[src/hw/rtl/nsd_pkg.sv]
`timescale 1ns / 1ps
`default_nettype none

package nsd_pkg;

  // Sentence framing characters
  localparam logic [7:0] CH_DOLLAR = 8'h24;
  localparam logic [7:0] CH_STAR   = 8'h2A;
  localparam logic [7:0] CH_COMMA  = 8'h2C;
  localparam logic [7:0] CH_LF     = 8'h0A;
  localparam logic [7:0] CH_CR     = 8'h0D;

  localparam int MAX_FIELDS = 64;
  // Field counter stops at the smaller of MAX_FIELDS-1 and the 6-bit maximum
  localparam logic [5:0] FIELD_LIMIT = 6'(((MAX_FIELDS - 1) < 63) ? (MAX_FIELDS - 1) : 63);

  // Result kinds
  localparam logic [1:0] KIND_DATA  = 2'd0;
  localparam logic [1:0] KIND_CLOSE = 2'd1;
  localparam logic [1:0] KIND_END   = 2'd2;

  // Sentence status codes
  localparam logic [1:0] STAT_OK       = 2'd0;
  localparam logic [1:0] STAT_MISMATCH = 2'd1;
  localparam logic [1:0] STAT_BAD      = 2'd2;

  // {not_hex, value}
  function automatic logic [4:0] hex_decode(input logic [7:0] c);
    logic [4:0] r;
    r = 5'h10;
    if (c >= 8'h30 && c <= 8'h39) begin
      r = {1'b0, 4'(c - 8'h30)};
    end else if (c >= 8'h41 && c <= 8'h46) begin
      r = {1'b0, 4'(c - 8'h37)};
    end else if (c >= 8'h61 && c <= 8'h66) begin
      r = {1'b0, 4'(c - 8'h57)};
    end
    return r;
  endfunction

endpackage

`default_nettype wire

[src/hw/rtl/nmea_sentence_deframer.sv]
`timescale 1ns / 1ps
`default_nettype none
// The result is registered: it appears on the output register in the cycle after the input transfer.
// Throughput: 1 character per cycle; input is taken whenever the output
//   register is empty or being drained in the same cycle.
// Reset (rst, synchronous, active high): leaves the sentence, clears all
//   parser state and drops out_valid.

module nmea_sentence_deframer
  import nsd_pkg::*;
(
  input  wire logic       clk,
  input  wire logic       rst,
  // character input channel
  input  wire logic       in_valid,
  output logic            in_ready,
  input  wire logic [7:0] byte_in,
  // result channel
  output logic            out_valid,
  input  wire logic       out_ready,
  output logic [1:0]      kind,
  output logic [7:0]      data_byte,
  output logic [5:0]      field_index,
  output logic            field_empty,
  output logic [1:0]      sentence_status,
  output logic [7:0]      checksum_calc,
  output logic [7:0]      checksum_received
);

  // Parser state
  logic       in_sentence, in_sentence_next;
  logic       after_star, after_star_next;
  logic [7:0] running_xor, running_xor_next;
  logic [5:0] field_counter, field_counter_next;
  logic       field_has_bytes, field_has_bytes_next;
  logic [1:0] hex_digit_count, hex_digit_count_next;
  logic [7:0] received_sum, received_sum_next;
  logic       hex_bad, hex_bad_next;

  // Result of the current character
  logic       emit;
  logic [1:0] r_kind;
  logic [7:0] r_data;
  logic       r_empty;
  logic [1:0] r_status;
  logic [7:0] r_xor;
  logic [4:0] hex;
  logic       accept;

  // Output register frees up when empty or taken this cycle
  assign in_ready = !out_valid || out_ready;
  assign accept   = in_valid && in_ready;
  assign hex      = hex_decode(byte_in);

  always_comb begin
    in_sentence_next     = in_sentence;
    after_star_next      = after_star;
    running_xor_next     = running_xor;
    field_counter_next   = field_counter;
    field_has_bytes_next = field_has_bytes;
    hex_digit_count_next = hex_digit_count;
    received_sum_next    = received_sum;
    hex_bad_next         = hex_bad;
    emit     = 1'b0;
    r_kind   = KIND_DATA;
    r_data   = 8'h00;
    r_empty  = 1'b0;
    r_status = STAT_OK;
    r_xor    = running_xor;

    if (byte_in == CH_DOLLAR) begin
      // '$' always (re)opens a sentence, dropping any open one silently
      in_sentence_next     = 1'b1;
      after_star_next      = 1'b0;
      running_xor_next     = 8'h00;
      field_counter_next   = 6'd0;
      field_has_bytes_next = 1'b0;
      hex_digit_count_next = 2'd0;
      received_sum_next    = 8'h00;
      hex_bad_next         = 1'b0;
    end else if (in_sentence && byte_in != CH_CR) begin
      if (byte_in == CH_LF) begin
        emit   = 1'b1;
        r_kind = KIND_END;
        if (!after_star || hex_bad || hex_digit_count != 2'd2) begin
          r_status = STAT_BAD;
        end else if (received_sum == running_xor) begin
          r_status = STAT_OK;
        end else begin
          r_status = STAT_MISMATCH;
        end
        in_sentence_next = 1'b0;
        after_star_next  = 1'b0;
      end else if (after_star) begin
        // checksum digits: anything but two hex digits marks it malformed
        if (hex[4] || hex_digit_count == 2'd2) begin
          hex_bad_next = 1'b1;
        end else begin
          received_sum_next    = {received_sum[3:0], hex[3:0]};
          hex_digit_count_next = hex_digit_count + 2'd1;
        end
      end else if (byte_in == CH_STAR) begin
        // '*' closes the last field and is not part of the checksum
        emit            = 1'b1;
        r_kind          = KIND_CLOSE;
        r_empty         = !field_has_bytes;
        after_star_next = 1'b1;
        field_has_bytes_next = 1'b0;
        if (field_counter < FIELD_LIMIT) begin
          field_counter_next = field_counter + 6'd1;
        end
      end else begin
        running_xor_next = running_xor ^ byte_in;
        r_xor            = running_xor ^ byte_in;
        emit             = 1'b1;
        if (byte_in == CH_COMMA) begin
          r_kind  = KIND_CLOSE;
          r_empty = !field_has_bytes;
          field_has_bytes_next = 1'b0;
          if (field_counter < FIELD_LIMIT) begin
            field_counter_next = field_counter + 6'd1;
          end
        end else begin
          r_kind = KIND_DATA;
          r_data = byte_in;
          field_has_bytes_next = 1'b1;
        end
      end
    end
  end

  always_ff @(posedge clk) begin
    if (rst) begin
      in_sentence     <= 1'b0;
      after_star      <= 1'b0;
      running_xor     <= 8'h00;
      field_counter   <= 6'd0;
      field_has_bytes <= 1'b0;
      hex_digit_count <= 2'd0;
      received_sum    <= 8'h00;
      hex_bad         <= 1'b0;
      out_valid       <= 1'b0;
    end else begin
      if (accept) begin
        in_sentence     <= in_sentence_next;
        after_star      <= after_star_next;
        running_xor     <= running_xor_next;
        field_counter   <= field_counter_next;
        field_has_bytes <= field_has_bytes_next;
        hex_digit_count <= hex_digit_count_next;
        received_sum    <= received_sum_next;
        hex_bad         <= hex_bad_next;
      end
      // output slot is refilled (or emptied) whenever it can take new data
      if (in_ready) begin
        out_valid <= accept && emit;
      end
    end
  end

  // Result payload, loaded only with a new result
  always_ff @(posedge clk) begin
    if (accept && emit) begin
      kind              <= r_kind;
      data_byte         <= r_data;
      field_index       <= field_counter;
      field_empty       <= r_empty;
      sentence_status   <= r_status;
      checksum_calc     <= r_xor;
      checksum_received <= received_sum;
    end
  end

endmodule

`default_nettype wire

[config.mk]
export PLATFORM = sky130hd
export DESIGN_NAME = nmea_sentence_deframer
export DESIGN_NICKNAME = d
export VERILOG_FILES = /design/src/hw/rtl/nsd_pkg.sv /design/src/hw/rtl/nmea_sentence_deframer.sv
export SDC_FILE = /design/constraint.sdc
export NUM_CORES = 1
export LEC_CHECK = 0
export ABC_AREA = 1
export BUFFER_PORTS_ARGS = -buffer_cell sky130_fd_sc_hd__buf_4
export CAP_MARGIN = 20
export CORE_MARGIN = 8
export CORE_UTILIZATION = 50
export CTS_CLUSTER_DIAMETER = 100
export CTS_CLUSTER_SIZE = 25
export DETAILED_ROUTE_END_ITERATION = 7
export PLACE_DENSITY = 0.71
export RECOVER_POWER = 50
export SLEW_MARGIN = 40
export SYNTH_ARGS = -nofsm -noshare
export SYNTH_HDL_FRONTEND = slang
export SYNTH_SLANG_ARGS = --single-unit
[constraint.sdc]
create_clock -name clk -period 2.83 [get_ports clk]
set_input_delay 0.283 -clock clk [delete_from_list [all_inputs] [get_ports clk]]
set_output_delay 0.283 -clock clk [all_outputs]
set_load 0.03 [all_outputs]
==> qor.yml, run 1 <==
rr_worst_depth: 6
crit_start: "byte_in[0]"
wl_met3_um: 393
gp_congestion: 0.856
synth.distinct_cells: 35
drive_above_1_share: 0.135
area_growth_pct: 11.6
htreeDepth: 3
cts_buffer_depth: 2
path_class: "in -> reg"
clock_latency_ns: 0.34
fin_crit_sh: 0.803
die_h_um: 97.4
power_density_mw_per_mm2: 474
crit_end: "checksum_calc[2]$_DFFE_PP_"
fillers: 599
cts_made_buffers: 9
ios: 49
multiInputGateArea_sq_mm: 0.00137
vias: 2732
synth-seq-cells: 64
end_kind: "flip-flop"
maxSlewHeadroom: 0.671
fin_crit_ns: 2.27
cap_violations: 0
clockRootBuffer: "clkbuf_8"
start_util: 0.518
layout_commonest_cell: "nand2_1"
cts_setup_buffers: 0
hold_buffers: 0
hold_slack_ns: 0.227
wl_met2_um: 3440
first_pass_iters: 4
clkTransAtPathRegs_ns: 0.07
cts_resized: 0
setup_tns_ns: 0
overflow: 0
hold_viol: 0
antenna_found_initial: 0
worst_pin_slew_ns: 0.491
antenna_cells: 0
vias_per_cell: 5.30
drc_errors: 0
cts_tree: "yes"
status: "finished, final reports clean"
setup_violations: 0
worstPathMaxFanout: 23
seqCellArea_sq_mm: 0.00163
mostFrequentLayoutCells: "nand2_1 (65), inv_1 (45), nand3_1 (44)"
fin_skew_ns: 0.00588
port_buffers: 48
wl_um: 7460
rsz0062_at_grt: "false"
num_rows: 29
worstSetupStartpointType: "primary input"
die_area_sq_mm: 0.00948
die_w_um: 97.4
reg2reg_to: "checksum_calc[2]$_DFFE_PP_"
synth_area_sq_mm: 0.00331
worstPathRequired_ns: 2.84
top_layer_used: "met4"
ir_worst_vdd_mv: 0.288
ys.warnings.count: 0
wl_met1_um: 3500
ys_seq_area_frac: 0.493
grt_first_pass_wirelength_um: 12700
r2r_start: "in_sentence$_SDFFE_PP0P_"
grt_max_degree: 24
crit_arrival_ns: 2.28
grt_pass1_vias: 2622
design.core.area_sq_mm: 0.00639
drt_iter0_markers: 122
p_leak_nw: 1.51
grt.total_usage: 0.164
fmax_mhz: 440
dp_hpwl_um: 5390
drv_slew: 0
wl_per_cell_um: 14.5
hold_path.class: "in -> reg"
final_nets: 452
regToRegSetupSlack_ns: 1.10
synth_cells: 382
synth_nets: 400
clock_sinks: 64
ant_nets: 0
avgSynthCellArea_sq_um: 8.66
## critical path, cell delays in order
cell	delay [ns]
clkbuf_1	0.15
inv_1	0.17
ha_1	0.18
nand3_1	0.15
nor2_1	0.44
inv_1	0.21
a21oi_1	0.17
nand2_1	0.10
inv_1	0.09
buf_4	0.31
## final cells by class
class | instances | area share
Tap cell | 77 | 0.0261
Inverter | 51 | 0.0542
Clock buffer | 11 | 0.0356
Timing Repair Buffer | 51 | 0.0650
Multi-Input combinational cell | 257 | 0.371
Sequential cell | 64 | 0.442
Clock inverter | 4 | 0.00610
## flip-flops by register name, summed over array words and instances, names as in the netlist, 2 cells and up
name / count
hex_digit_count: 2
checksum_calc: 8
sentence_status: 2
field_counter: 6
received_sum: 8
field_index: 6
kind: 2
checksum_received: 8
data_byte: 8
running_xor: 8
## worst min path at each step
| stage | start | endpoint | slack (ns) | depth (start not counted) |
|---|---|---|---|---|
| global placement | hex_digit_count[0]$_SDFFE_PP0P_ | hex_digit_count[0]$_SDFFE_PP0P_ | 0.45 | 2 |
| finish | rst | field_counter[0]$_SDFFE_PP0P_ | 0.23 | 2 |
| detailed placement | hex_digit_count[0]$_SDFFE_PP0P_ | hex_digit_count[0]$_SDFFE_PP0P_ | 0.46 | 2 |
| global route | rst | hex_digit_count[1]$_SDFFE_PP0P_ | 0.23 | 2 |
| CTS | rst | field_counter[5]$_SDFFE_PP0P_ | 0.22 | 2 |
| floorplan | rst | field_counter[0]$_SDFFE_PP0P_ | 0.35 | 1 |
## routing by layer
layer	vias to the layer above	GRT usage
met2	80	0.258
met5	-	0
met1	1273	0.205
met3	13	0.0420
li1	1366	-
met4	0	0.0746
## kinds of logic after synthesis
logic type	after synthesis	synth area share
compound gates	40	0.0631
xor+xnor	8	0.0212
fa+ha+maj	6	0.0227
buf+inv	61	0.0839
flops	64	0.493
simple gates	203	0.316
## through the flow
step           instance area [sq um]  setup slack, ns  utilization  cells  power, mW
2_1_floorplan                   3310            0.605            -    382       1.09
3_3_place_gp                    3710            0.589        0.581    500       1.13
3_5_place_dp                    3710            0.449        0.581    500       1.13
4_1_cts                         3860            0.804        0.605    515       1.77
5_1_grt                         3690            0.349        0.578    515       1.82
6_report                        3690            0.559        0.578    515       1.75
## report_power, final
group / switching [mW] / internal [mW]
logic: 0.0775 / 0.0415
registers: 0.00804 / 0.980
clock network: 0.337 / 0.308
total: 0.423 / 1.33
## synthesized netlist by cell type
master    instances  area [sq um]
nand2_1          65           244
inv_1            44           165
nand3_1          43           215
nor2_1           41           154
edfxtp_1         35          1050
dfxtp_1          29           581
a21oi_1          23           115
nand4_1          17           106
o21ai_0          13          65.1
nand2_4           9           101
xnor2_1           7          61.3
ha_1              6          75.1
nor2_2            5          31.3
nor3_1            5          25.0
buf_6             4          45.0
inv_2             4          15.0
or2_2             4          25.0
and2_1            3          18.8
nand2_2           3          18.8
buf_2             2          10.0
buf_4             2          15.0
clkbuf_1          2          7.51
nand3_2           2          20.0
nor2_4            2          22.5
nor2_8            2          40.0
a211oi_1          1          7.51
a21oi_2           1          8.76
clkinv_2          1          5.00
clkinv_4          1          8.76
inv_4             1          6.26
nand3_4           1          17.5
nor4_1            1          6.26
o21ai_1           1          5.00
o21bai_1          1          7.51
xor2_1            1          8.76
No activity file was read; power rests on OpenSTA's default activity.
==> inputs of run 2 (changes only) <==
- PLACE_DENSITY: 0.71 -> 0.74
- clock period: 2.83 -> 1.9 ns (I/O delays scaled with it)
==> run 2 against run 1 <==
- global-route usage down 0.064 points
- routed wire length up 2.3%
- final area rose by 3.2%
- via count rose by 0.55%
- critical path depth is 2 lower
- setup slack got worse by 0.32 ns
- register-to-register slack worse by 0.86 ns
- sequential cell count did not move
- critical path type is now reg -> reg
- critical endpoint is now field_counter[2]$_SDFFE_PP0P_
- highest routed layer unchanged
==> qor.yml, run 2 (same netlist as run 1, synthesis figures left out) <==
mostFrequentLayoutCells: "nand2_1 (63), inv_1 (43), nand3_1 (43)"
crit_arrival_ns: 1.90
port_buffers: 48
grt_pass1_vias: 2696
die_w_um: 97.4
fin_cells: 521
place_area_sq_mm: 0.00378
hold_buffers: 0
setup_violations: 0
ir_worst_vdd_mv: 0.403
wl_um: 7630
die_h_um: 97.4
fin_crit_ns: 1.66
cts_tree: "yes"
cts_made_buffers: 9
cts_resized: 0
layout_commonest_cell: "nand2_1"
slowest_stage: "dfxtp_1"
dp_hpwl_um: 5470
end_kind: "flip-flop"
wl_per_cell_um: 14.7
antenna_found_initial: 0
drt_iter0_markers: 153
path_class: "reg -> reg"
ios: 49
clock_latency_ns: 0.35
fin_crit_sh: 0.876
critPathMaxStageDelay_ns: 0.32
hold_path.class: "in -> reg"
hold_viol: 0
worstPathRequired_ns: 2.13
power_frac_clock: 0.403
rsz0062_at_grt: "false"
area_growth_pct: 15.1
design.core.area_sq_mm: 0.00639
cts_setup_buffers: 0
power_density_mw_per_mm2: 729
drive_above_1_share: 0.155
antenna_cells: 0
multiInputGateArea_sq_mm: 0.00140
clkTransAtPathRegs_ns: 0.06
internal-power_mw: 2.13
fin_skew_ns: 0.00575
switching_power_mw: 0.646
path_cells: "nand2_2 > nand2_1 > inv_2 > nand3_1 > nand2_4 > nand3_2 > nand2_1 > a21oi_1"
worstPathMaxFanout: 19
die_area_sq_mm: 0.00948
cpMostUsedCell: "nand2_1"
seqPwrFrac: 0.530
power_mw: 2.78
gp_congestion: 0.890
p_sw_frac: 0.233
htreeDepth: 3
final_nets: 457
finalInstanceArea_sq_mm: 0.00381
critPathBufInv: 1
seqCellArea_sq_mm: 0.00163
overflow: 0
grt_max_degree: 27
worst_pin_slew_ns: 0.490
drc_errors: 0
cap_violations: 0
status: "finished, final reports clean"
p_leak_nw: 1.56
clock_sinks: 64
drv_slew: 0
setup_tns_ns: 0
grt_first_pass_wirelength_um: 12500
cpLargestDelayFamily: "simple AND/OR/NAND/NOR gates"
first_pass_iters: 4
ant_nets: 0
post-place-cells: 505
start_util: 0.518
maxSlewHeadroom: 0.673
worstSetupStartpointType: "flip-flop"
vias: 2747
cts_buffer_depth: 2
clockRootBuffer: "clkbuf_8"
fillers: 601
fmax_mhz: 601
grt.total_usage: 0.163
num_rows: 29
vias_per_cell: 5.27
combPwrFrac: 0.067
## run 2: changes by cell type in the layout (fill, tap and decap cells not counted), moves of 2 or more
cell	before	now
buf_4	13	18
clkinv_2	4	2
inv_1	45	43
nand2_1	65	63
nand2_2	3	5
## run 2: worst paths after layout
| check | from | to | slack, ns | cells past startpoint |
|---|---|---|---|---|
| setup / recovery | out_valid$_SDFFE_PP0N_ | field_counter[2]$_SDFFE_PP0P_ | 0.24 | 8 |
| hold / removal | out_ready | out_valid$_SDFFE_PP0N_ | 0.12 | 4 |
| setup reg to reg | out_valid$_SDFFE_PP0N_ | field_counter[2]$_SDFFE_PP0P_ | 0.24 | 8 |
| hold reg to reg | field_has_bytes$_SDFFE_PP0P_ | field_has_bytes$_SDFFE_PP0P_ | 0.47 | 2 |
## run 2: stage by stage
stage | hold slack [ns] | worst slack [ns] | utilization
floorplan | 0.259 | 0.0283 | -
global placement | 0.447 | 0.101 | 0.592
detailed placement | 0.458 | 0.0586 | 0.592
CTS | 0.103 | 0.247 | 0.621
global route | 0.124 | 0.127 | 0.597
finish | 0.124 | 0.236 | 0.597
## run 2: worst min-delay path, cell delays in order
cell     delay (ns)
buf_4          0.07
inv_1          0.03
nand2_2        0.06
a21oi_1        0.06
## run 2: routing by layer
metal  routed length [um]  vias to the layer above  track usage
met5                    0                        -            0
met4                  129                        0       0.0769
met3                  569                       11       0.0519
met2                 3460                       77        0.255
met1                 3470                     1278        0.199
li1                     -                     1381            -
## run 2: area by class of cell
cell class	count	area share
timing repair buffer	56	0.0772
clock buffer	13	0.0365
clock inverter	3	0.0112
sequential	64	0.428
inverter	51	0.0535
multi-input combinational	257	0.368
tap	77	0.0253
## run 2: power groups by stage
stage	registers (mW)	clock network [mW]	logic, mW
2_1_floorplan	1.50	0	0.127
3_3_place_gp	1.50	0	0.180
3_5_place_dp	1.50	0	0.184
4_1_cts	1.47	1.14	0.186
5_1_grt	1.47	1.20	0.206
6_report	1.47	1.12	0.185
